<file path="src/rtl/bdat_pkg.sv">
// Shared types for the ball detector with average threshold and calibration.
// No dependencies; the request interface and the top level import it.
`default_nettype none

package bdat_pkg;

	typedef enum logic [1:0] {
		REQ_DETECT  = 2'd0,
		REQ_CAL_OUT = 2'd1,
		REQ_CAL_IN  = 2'd2,
		REQ_STORE   = 2'd3
	} req_t;

	// Start threshold at reset before masking to the sample width.
	localparam int unsigned START_THRESHOLD_RESET = 512;

endpackage

`default_nettype wire

</file>
<file path="src/rtl/bdat_if.sv">
// Valid/ready channel interfaces for the ball detector: request words,
// result words and start threshold writes. Depends on bdat_pkg.
`default_nettype none

interface bdat_req_if
	import bdat_pkg::*;
	#(parameter int SAMPLE_BITS = 10);
	logic                   valid;
	logic                   ready;
	req_t                   req_type;
	logic [SAMPLE_BITS-1:0] sample;
	modport source (output valid, output req_type, output sample, input ready);
	modport sink (input valid, input req_type, input sample, output ready);
endinterface

interface bdat_res_if #(parameter int SAMPLE_BITS = 10);
	logic                   valid;
	logic                   ready;
	logic                   ball_present;
	logic [SAMPLE_BITS-1:0] window_average;
	logic [SAMPLE_BITS-1:0] active_threshold;
	modport source (output valid, output ball_present, output window_average,
		output active_threshold, input ready);
	modport sink (input valid, input ball_present, input window_average,
		input active_threshold, output ready);
endinterface

interface bdat_cfg_if #(parameter int SAMPLE_BITS = 10);
	logic                   valid;
	logic                   ready;
	logic [SAMPLE_BITS-1:0] data;
	modport source (output valid, output data, input ready);
	modport sink (input valid, input data, output ready);
endinterface

`default_nettype wire

</file>
<file path="src/rtl/ball_detector_avg_threshold_cal.sv">
// Ball detector top level: moving average threshold detection with min/max
// calibration. Depends on bdat_pkg and the channel interfaces in bdat_if.sv.
//
// Usage:
//   req  - request words: req_type (detect, calibrate outside, calibrate
//          inside, store) and a sample. One result word per request.
//   res  - result words: ball_present, window_average, active_threshold.
//   cfg  - start threshold writes; always ready, take effect at once.
// A request is captured into an input stage, processed by a single pass of
// logic against the window and calibration registers, and lands in the
// result register. Throughput is one word per cycle while the receiver
// takes results; the window sum and the reciprocal multiply that divides it
// by the window length sit in combinational logic between the stages.
// When the receiver stalls, the result holds and the input stage still takes
// one more word, then ready drops until the result is taken.
// Reset clears the window to zero, the outside minimum to all ones, the
// inside maximum and calibrated threshold to zero, and sets the start
// threshold to 512 (masked to the sample width).
`default_nettype none

module ball_detector_avg_threshold_cal
	import bdat_pkg::*;
	#(
		parameter int WINDOW_LENGTH = 5,
		parameter int SAMPLE_BITS   = 10
	)
	(
		input  wire logic clk,
		input  wire logic arst_n,
		bdat_req_if.sink  req,
		bdat_res_if.source res,
		bdat_cfg_if.sink  cfg
	);

	localparam int SUM_W = SAMPLE_BITS + $clog2(WINDOW_LENGTH);
	localparam logic [SAMPLE_BITS-1:0] START_RESET =
		SAMPLE_BITS'(START_THRESHOLD_RESET % (1 << SAMPLE_BITS));
	// Reciprocal of the window length, exact for every sum that fits in SUM_W bits
	localparam int DIV_SHIFT = SUM_W + $clog2(WINDOW_LENGTH);
	localparam int PROD_W    = 2 * SUM_W + 1;
	localparam logic [SUM_W:0] DIV_RECIP = (SUM_W+1)'(
		((64'd1 << DIV_SHIFT) + 64'(WINDOW_LENGTH) - 64'd1) / 64'(WINDOW_LENGTH));

	// Input stage
	logic                   valid_s1;
	req_t                   req_type_s1;
	logic [SAMPLE_BITS-1:0] sample_s1;

	// Block state
	logic [SAMPLE_BITS-1:0] start_threshold_q;
	logic [SAMPLE_BITS-1:0] window_q [WINDOW_LENGTH];
	logic [SAMPLE_BITS-1:0] outside_min_q;
	logic [SAMPLE_BITS-1:0] inside_max_q;
	logic [SAMPLE_BITS-1:0] cal_threshold_q;
	logic                   cal_valid_q;

	// Result register
	logic                   res_valid_q;
	logic                   ball_present_q;
	logic [SAMPLE_BITS-1:0] window_average_q;
	logic [SAMPLE_BITS-1:0] active_threshold_q;

	// Next values
	logic                   advance;
	logic [SAMPLE_BITS-1:0] window_d [WINDOW_LENGTH];
	logic [SUM_W-1:0]       window_sum;
	logic [PROD_W-1:0]      avg_prod;
	logic [SAMPLE_BITS-1:0] avg_d;
	logic [SAMPLE_BITS-1:0] outside_min_d;
	logic [SAMPLE_BITS-1:0] inside_max_d;
	logic [SAMPLE_BITS-1:0] cal_threshold_d;
	logic                   cal_valid_d;
	logic [SAMPLE_BITS-1:0] threshold_d;
	logic [SAMPLE_BITS:0]   mid_sum;
	logic                   present_d;

	assign advance   = valid_s1 && (!res_valid_q || res.ready);
	assign req.ready = !valid_s1 || advance;
	assign cfg.ready = 1'b1;

	always_comb begin
		for (int k = 0; k < WINDOW_LENGTH; k++) begin
			window_d[k] = window_q[k];
		end
		if (req_type_s1 == REQ_DETECT) begin
			for (int k = WINDOW_LENGTH - 1; k > 0; k--) begin
				window_d[k] = window_q[k-1];
			end
			window_d[0] = sample_s1;
		end
	end

	always_comb begin
		window_sum = '0;
		for (int k = 0; k < WINDOW_LENGTH; k++) begin
			window_sum = window_sum + SUM_W'(window_d[k]);
		end
		avg_prod = {{(SUM_W+1){1'b0}}, window_sum} * {{SUM_W{1'b0}}, DIV_RECIP};
		avg_d    = avg_prod[DIV_SHIFT +: SAMPLE_BITS];
	end

	always_comb begin
		outside_min_d   = outside_min_q;
		inside_max_d    = inside_max_q;
		cal_threshold_d = cal_threshold_q;
		cal_valid_d     = cal_valid_q;
		mid_sum         = {1'b0, outside_min_q} + {1'b0, inside_max_q};
		case (req_type_s1)
			REQ_DETECT: begin
			end
			REQ_CAL_OUT: begin
				if (sample_s1 < outside_min_q) outside_min_d = sample_s1;
			end
			REQ_CAL_IN: begin
				if (sample_s1 > inside_max_q) inside_max_d = sample_s1;
			end
			REQ_STORE: begin
				cal_threshold_d = mid_sum[SAMPLE_BITS:1];
				cal_valid_d     = 1'b1;
			end
			default: begin
			end
		endcase
		threshold_d = cal_valid_d ? cal_threshold_d : start_threshold_q;
		present_d   = (req_type_s1 == REQ_DETECT) && (avg_d < threshold_d);
	end

	always_ff @(posedge clk or negedge arst_n) begin
		if (!arst_n) begin
			valid_s1 <= 1'b0;
		end else if (req.ready) begin
			valid_s1 <= req.valid;
		end
	end

	always_ff @(posedge clk) begin
		if (req.valid && req.ready) begin
			req_type_s1 <= req.req_type;
			sample_s1   <= req.sample;
		end
	end

	always_ff @(posedge clk or negedge arst_n) begin
		if (!arst_n) begin
			start_threshold_q <= START_RESET;
			for (int k = 0; k < WINDOW_LENGTH; k++) begin
				window_q[k] <= '0;
			end
			outside_min_q   <= '1;
			inside_max_q    <= '0;
			cal_threshold_q <= '0;
			cal_valid_q     <= 1'b0;
		end else begin
			if (cfg.valid) start_threshold_q <= cfg.data;
			if (advance) begin
				for (int k = 0; k < WINDOW_LENGTH; k++) begin
					window_q[k] <= window_d[k];
				end
				outside_min_q   <= outside_min_d;
				inside_max_q    <= inside_max_d;
				cal_threshold_q <= cal_threshold_d;
				cal_valid_q     <= cal_valid_d;
			end
		end
	end

	always_ff @(posedge clk or negedge arst_n) begin
		if (!arst_n) begin
			res_valid_q <= 1'b0;
		end else if (advance) begin
			res_valid_q <= 1'b1;
		end else if (res.ready) begin
			res_valid_q <= 1'b0;
		end
	end

	always_ff @(posedge clk) begin
		if (advance) begin
			ball_present_q     <= present_d;
			window_average_q   <= avg_d;
			active_threshold_q <= threshold_d;
		end
	end

	assign res.valid            = res_valid_q;
	assign res.ball_present     = ball_present_q;
	assign res.window_average   = window_average_q;
	assign res.active_threshold = active_threshold_q;

endmodule

`default_nettype wire

</file>
<file path="src/flat_wrapper.sv">
// flat-port wrapper written by rule: the top's interface ports become plain ports
module ball_detector_avg_threshold_cal_flat import bdat_pkg::*;
#(
		parameter int WINDOW_LENGTH = 5,
		parameter int SAMPLE_BITS   = 10
	)
  (clk, arst_n, req_valid, req_req_type, req_sample, req_ready, res_valid, res_ball_present, res_window_average, res_active_threshold, res_ready, cfg_valid, cfg_data, cfg_ready);
  bdat_req_if #(.SAMPLE_BITS(SAMPLE_BITS)) req_i ();
  bdat_res_if #(.SAMPLE_BITS(SAMPLE_BITS)) res_i ();
  bdat_cfg_if #(.SAMPLE_BITS(SAMPLE_BITS)) cfg_i ();
  input  wire logic clk;
  input  wire logic arst_n;
  input wire logic [$bits(req_i.valid)-1:0] req_valid;
  input wire logic [$bits(req_i.req_type)-1:0] req_req_type;
  input wire logic [$bits(req_i.sample)-1:0] req_sample;
  output wire logic [$bits(req_i.ready)-1:0] req_ready;
  output wire logic [$bits(res_i.valid)-1:0] res_valid;
  output wire logic [$bits(res_i.ball_present)-1:0] res_ball_present;
  output wire logic [$bits(res_i.window_average)-1:0] res_window_average;
  output wire logic [$bits(res_i.active_threshold)-1:0] res_active_threshold;
  input wire logic [$bits(res_i.ready)-1:0] res_ready;
  input wire logic [$bits(cfg_i.valid)-1:0] cfg_valid;
  input wire logic [$bits(cfg_i.data)-1:0] cfg_data;
  output wire logic [$bits(cfg_i.ready)-1:0] cfg_ready;
  assign req_i.valid = req_valid;
  assign req_i.req_type = req_req_type;
  assign req_i.sample = req_sample;
  assign req_ready = req_i.ready;
  assign res_valid = res_i.valid;
  assign res_ball_present = res_i.ball_present;
  assign res_window_average = res_i.window_average;
  assign res_active_threshold = res_i.active_threshold;
  assign res_i.ready = res_ready;
  assign cfg_i.valid = cfg_valid;
  assign cfg_i.data = cfg_data;
  assign cfg_ready = cfg_i.ready;
  ball_detector_avg_threshold_cal #(.WINDOW_LENGTH(WINDOW_LENGTH), .SAMPLE_BITS(SAMPLE_BITS)) u_core (.clk(clk), .arst_n(arst_n), .req(req_i), .res(res_i), .cfg(cfg_i));
endmodule
</file>
<file path="config.mk">
export PLATFORM = sky130hd
export DESIGN_NAME = ball_detector_avg_threshold_cal_flat
export DESIGN_NICKNAME = d
export VERILOG_FILES = /design/src/rtl/bdat_pkg.sv /design/src/rtl/bdat_if.sv /design/src/rtl/ball_detector_avg_threshold_cal.sv /design/src/flat_wrapper.sv
export SDC_FILE = /design/constraint.sdc
export NUM_CORES = 1
export LEC_CHECK = 0
export ABC_CLOCK_PERIOD_IN_PS = 12750
export BUFFER_PORTS_ARGS = -buffer_cell sky130_fd_sc_hd__buf_2
export CAP_MARGIN = 15
export CELL_PAD_IN_SITES_DETAIL_PLACEMENT = 0
export CELL_PAD_IN_SITES_GLOBAL_PLACEMENT = 1
export CORE_MARGIN = 2
export CORE_UTILIZATION = 51
export CTS_BUF_LIST = sky130_fd_sc_hd__clkbuf_8 sky130_fd_sc_hd__clkbuf_16
export CTS_CLUSTER_SIZE = 28
export DETAILED_ROUTE_END_ITERATION = 6
export HOLD_SLACK_MARGIN = 0.02
export PLACE_DENSITY_LB_ADDON = 0.1
export SLEW_MARGIN = 20
export SYNTH_ARGS = -nofsm -noshare
export SYNTH_HDL_FRONTEND = slang
export SYNTH_SLANG_ARGS = --single-unit
export TNS_END_PERCENT = 50
</file>
<file path="constraint.sdc">
create_clock -name clk -period 12.75 [get_ports clk]
set_input_delay 1.275 -clock clk [delete_from_list [all_inputs] [get_ports clk]]
set_output_delay 1.275 -clock clk [all_outputs]
set_load 0.01 [all_outputs]
</file>
Word-level counts from Yosys, hierarchy flattened
Cells that the tools add are included.
Cells by class
  bitwise logic cells: 0
  equal/unequal tests: 3
  multiply operators: 1
  mux-type cells: 6
  divide/modulo/power cells: 0
  $add $sub $neg: 5
  reductions and logical operators: 11
  magnitude comparators: 3
  shifts and indexed selects: 0
Operator list (number)
  2-to-1 mux 50 bit: 1
  adder 13 x 10 -> 13 bit: 3
  multiplier 13 x 12 -> 24 bit, second input constant: 1
  adder 10 x 10 -> 11 bit: 2
  less-than comparator 10 bit: 2
  2-to-1 mux 10 bit: 2
  greater-than comparator 10 bit: 1
  AND reduction 3 bit: 2
  == test 2 bit, second input constant: 2
  logical AND 1 bit: 3
  2-to-1 mux 1 bit: 3
  == test 2 x 1 -> 1 bit, second input constant: 1
  logical NOT 1 bit: 2
  logical NOT 2 bit: 1
  logical OR 1 bit: 2
  nonzero test 2 bit: 1
Storage, ports and cells
  memory bits (writable): 0
  bits of input ports: 27
  bits in latches: 0
  output and inout bits: 24
  word-level logic and storage cells: 46
  ROM bits: 0
  register bits after elaboration: 126
  memories kept: 0

Depth between registers and ports, before layout
  word-level depth: 9
  gate-level depth with buffers: 46
  mapped depth without buffers: 44

Least setup slack after synthesis
Ideal clock, no wire load.
  kind: register to register
  start point: register u_core.req_type_s1[1]
  end point: register u_core.ball_present_q (netlist: u_core.res.ball_present), data pin
  required time: 12489 ps
  library setup time: 261 ps
  stages on the path, launching flop included: 41
  arrival time: 9904 ps
  clock period less this slack: 10165 ps
  path buffers: 3
  path slack: 2585 ps
  cells stage by stage: edfxtp_1 nor2_1 clkbuf_1 buf_2 mux2i_1 inv_1 ha_1 a21o_1 a21oi_1 o21ai_0 a2111oi_0 nor2_1 xnor2_1 fa_1 fa_1 inv_1 ha_1 clkbuf_1 [... 5 more ...] inv_1 fa_1 fa_1 inv_1 fa_1 fa_1 ha_1 nor2_1 nor3b_1 o31ai_1 a21boi_0 a311oi_1 o21bai_1 xnor2_1 ha_1 nand4_1 o211ai_1 a31oi_1
RTL lines
  start: declaration: RTL line ball_detector_avg_threshold_cal.sv:46  | req_t req_type_s1;
  start signal: assignment: RTL line ball_detector_avg_threshold_cal.sv:138  | req_type_s1 <= req.req_type;
  end signal: assignment: RTL line ball_detector_avg_threshold_cal.sv:179  | ball_present_q <= present_d;
  end: declaration: RTL line ball_detector_avg_threshold_cal.sv:59  | logic ball_present_q;

==> results.yml <==
run_status:
  status: "completed"
finish:
  drive_gt1_share_pct: 20.2
  final_common_cell: "inv_1"
  syn2layout_area_growth_pct: 10.5
  final_util_pct: 57.7
  layout_common_cells: "inv_1 (158), ha_1 (143), mux2_2 (97)"
  fin_cells: 1252
  fillers: 1739
  num_antenna_cells: 0
  final_nets: 1209
placement:
  placedCellCount: 1220
  port_buffers: 49
  place_ws_ns: 1.96
  hpwlAfterDp_mm: 15.1
  gp_congestion: 0.800
critical_path:
  cp_common_cell: "fa_1"
  crit_family: "adder cells"
  r2r-end: "u_core.res.ball_present"
  critPathRequiredTime_ns: 12.92
  crit_slowest_cell: "nor2_4"
  cp_max_fo: 31
  start_kind: "flop"
  worst-path-buf-inv: 4
  reg2reg_from: "u_core.req_type_s1[1]"
  cp-end-kind: "flop"
  r2r.worst_path.cells: 35
  slowest_delay_ns: 0.58
  arrival_ns: 10.93
  path_class: "reg2reg"
  r2r_slack_ns: 1.99
synthesis:
  netlist_area_um2: 10200
  ys.flop_type: "dfrtp_1"
  yosysWarnings: 0
  async_flop_share_pct: 73.8
  seq_area_frac_synth_pct: 32.6
  synth_cell_types: 56
  syn_nets: 1159
  synth-seq-cells: 126
  syn_area_per_cell_um2: 11.1
  syn_inst: 924
  synth_edf_count: 33
global_route:
  grt_pass1_wl_mm: 32.8
  grt_max_degree: 54
  grt_antenna_before_repair: 0
  overflow: 0
  grt_pass1_vias: 6680
  track_usage_pct: 19.3
timing:
  fmax_mhz: 92.9
  relSlewSlack_pct: 54.6
  slew_viol_final: 0
  finalCritPeriodShare_pct: 84.4
  final.setup.tns_ns: 0
  finClkSkew_ns: 0.0121
  setup_violations: 0
  worst_pin_slew_ns: 0.674
  finalHoldViolCount: 0
  period_needed_ns: 10.76
  rsz0062_at_grt: "no"
  setup_slack_ns: 1.99
min_path:
  hp-start: "u_core.cal_threshold_q[9]"
  hold_path_depth: 2
  hold_class: "reg2reg"
  hold_path_end: "u_core.cal_threshold_q[9]"
clock_tree:
  htreeDepth: 4
  numCtsBuffers: 17
  path_clk_slew_ns: 0.06
  ctsHoldBuffers: 0
  cts.sinks: 126
  ctsResizeCount: 0
  cts_tree: "built"
  post_cts_buffers: 0
  cts.root.buffer_cell: "clkbuf_16"
  worstSkewPairLatency_ns: 0.42
  clockBufferDepth: 2
detailed_routing:
  drc: 0
  drt-initial-drc-count: 192
  wl_mm: 19.2
  viasPerCell: 5.14
  vias: 6434
  wl_per_cell_um: 15.3
  dr.pass1.iters: 4
  final_antenna_net_count: 0
die:
  pin_count: 51
  die-area_um2: 21200
  die_x_um: 146
  initial_core_util_pct: 52.2
  die_y_um: 146
  std_cell_rows: 51
  design.core.area_um2: 19600
run:
  drv_cap: 0
==> final cells by class <==
cell class              count  area (um^2)  share of cell area [%]
inverters                 157          589                    5.21
flip-flops and latches    126         3330                    29.5
multi-input cells         620         6230                    55.1
clock buffers              18          439                    3.89
well taps                 265          332                    2.93
repair buffers             52          270                    2.39
clock inverters            14          111                   0.985
==> flip-flops by register name, summed over array words and instances, names as in the netlist, 2 cells and up <==
name	flops
u_core.res.window_average	10
u_core.sample_s1	10
u_core.inside_max_q	10
u_core.cal_threshold_q	10
u_core.start_threshold_q	10
u_core.res.active_threshold	10
u_core.outside_min_q	10
u_core.window_q	50
u_core.req_type_s1	2
==> tightest hold or removal path: cells and delay by family (launching register included) <==
kind	cells	cell delay, ns
AOI/OAI and AO/OA	1	0.06
DFF	1	0.34
and+or+nand+nor	1	0.04
==> worst max path at each step <==
stage                                     start                      end  cells after the start
after floorplan           u_core.req_type_s1[1]  u_core.res.ball_present                     40
after global placement    u_core.req_type_s1[1]  u_core.res.ball_present                     35
after detailed placement  u_core.req_type_s1[1]  u_core.res.ball_present                     35
after CTS                 u_core.req_type_s1[1]  u_core.res.ball_present                     35
after global routing      u_core.req_type_s1[1]  u_core.res.ball_present                     37
final                     u_core.req_type_s1[1]  u_core.res.ball_present                     35
==> per-stage QoR <==
stage                     hold WS (ns)  cell area [um^2]
after floorplan                  0.449             10200
after global placement           0.463             10800
after detailed placement         0.471             10800
after CTS                        0.483             11300
after global routing             0.517             11300
final                            0.478             11300
==> cells by family (layout without fill, tap and decap cells) <==
| logic type | Yosys count | count (layout) | synth area share (%) |
|---|---|---|---|
| xor+xnor | 39 | 39 | 3.34 |
| flops | 126 | 126 | 32.6 |
| fa+ha+maj | 208 | 208 | 30.2 |
| mux | 130 | 130 | 13.9 |
| buf+inv | 178 | 241 | 6.59 |
| compound gates | 136 | 136 | 8.39 |
| simple gates | 106 | 106 | 4.92 |
| other cells | 1 | 1 | 0.0367 |
==> cell usage after synthesis (3+ instances only) <==
| cell | number | area share (%) |
|---|---|---|
| nand2_1 | 24 | 0.88 |
| a21oi_1 | 51 | 2.5 |
| clkbuf_1 | 14 | 0.51 |
| nand4_1 | 4 | 0.24 |
| buf_1 | 4 | 0.15 |
| mux2i_1 | 33 | 3.2 |
| mux2_2 | 97 | 11 |
| xor2_1 | 14 | 1.2 |
| fa_1 | 65 | 13 |
| a21o_1 | 22 | 1.6 |
| o21a_1 | 3 | 0.22 |
| o31ai_1 | 4 | 0.29 |
| nor3_1 | 4 | 0.20 |
| edfxtp_1 | 33 | 9.7 |
| o21bai_1 | 5 | 0.37 |
| a31oi_1 | 3 | 0.18 |
| dfrtp_1 | 82 | 20 |
| and2_1 | 7 | 0.43 |
| nand2b_1 | 7 | 0.43 |
| dfstp_2 | 11 | 2.8 |
| ha_1 | 143 | 17 |
| nor2b_1 | 4 | 0.24 |
| nor2_1 | 40 | 1.5 |
| xnor2_1 | 25 | 2.1 |
| a2111oi_0 | 3 | 0.26 |
| nand3_1 | 6 | 0.29 |
| o21ai_0 | 24 | 1.2 |
| inv_1 | 157 | 5.8 |
==> layer usage <==
metal / up-vias / global-route usage, % / routed length (um)
met4: 0 / 4.12 / 190
met5: - / 0 / 0
li1: 3242 / - / -
met1: 3087 / 26.4 / 9610
met2: 87 / 31.6 / 8730
met3: 18 / 4.48 / 630
Power is left out: the tool's default activity adds up to more than one toggle a clock period on the data nets, which glitch-free logic cannot reach.
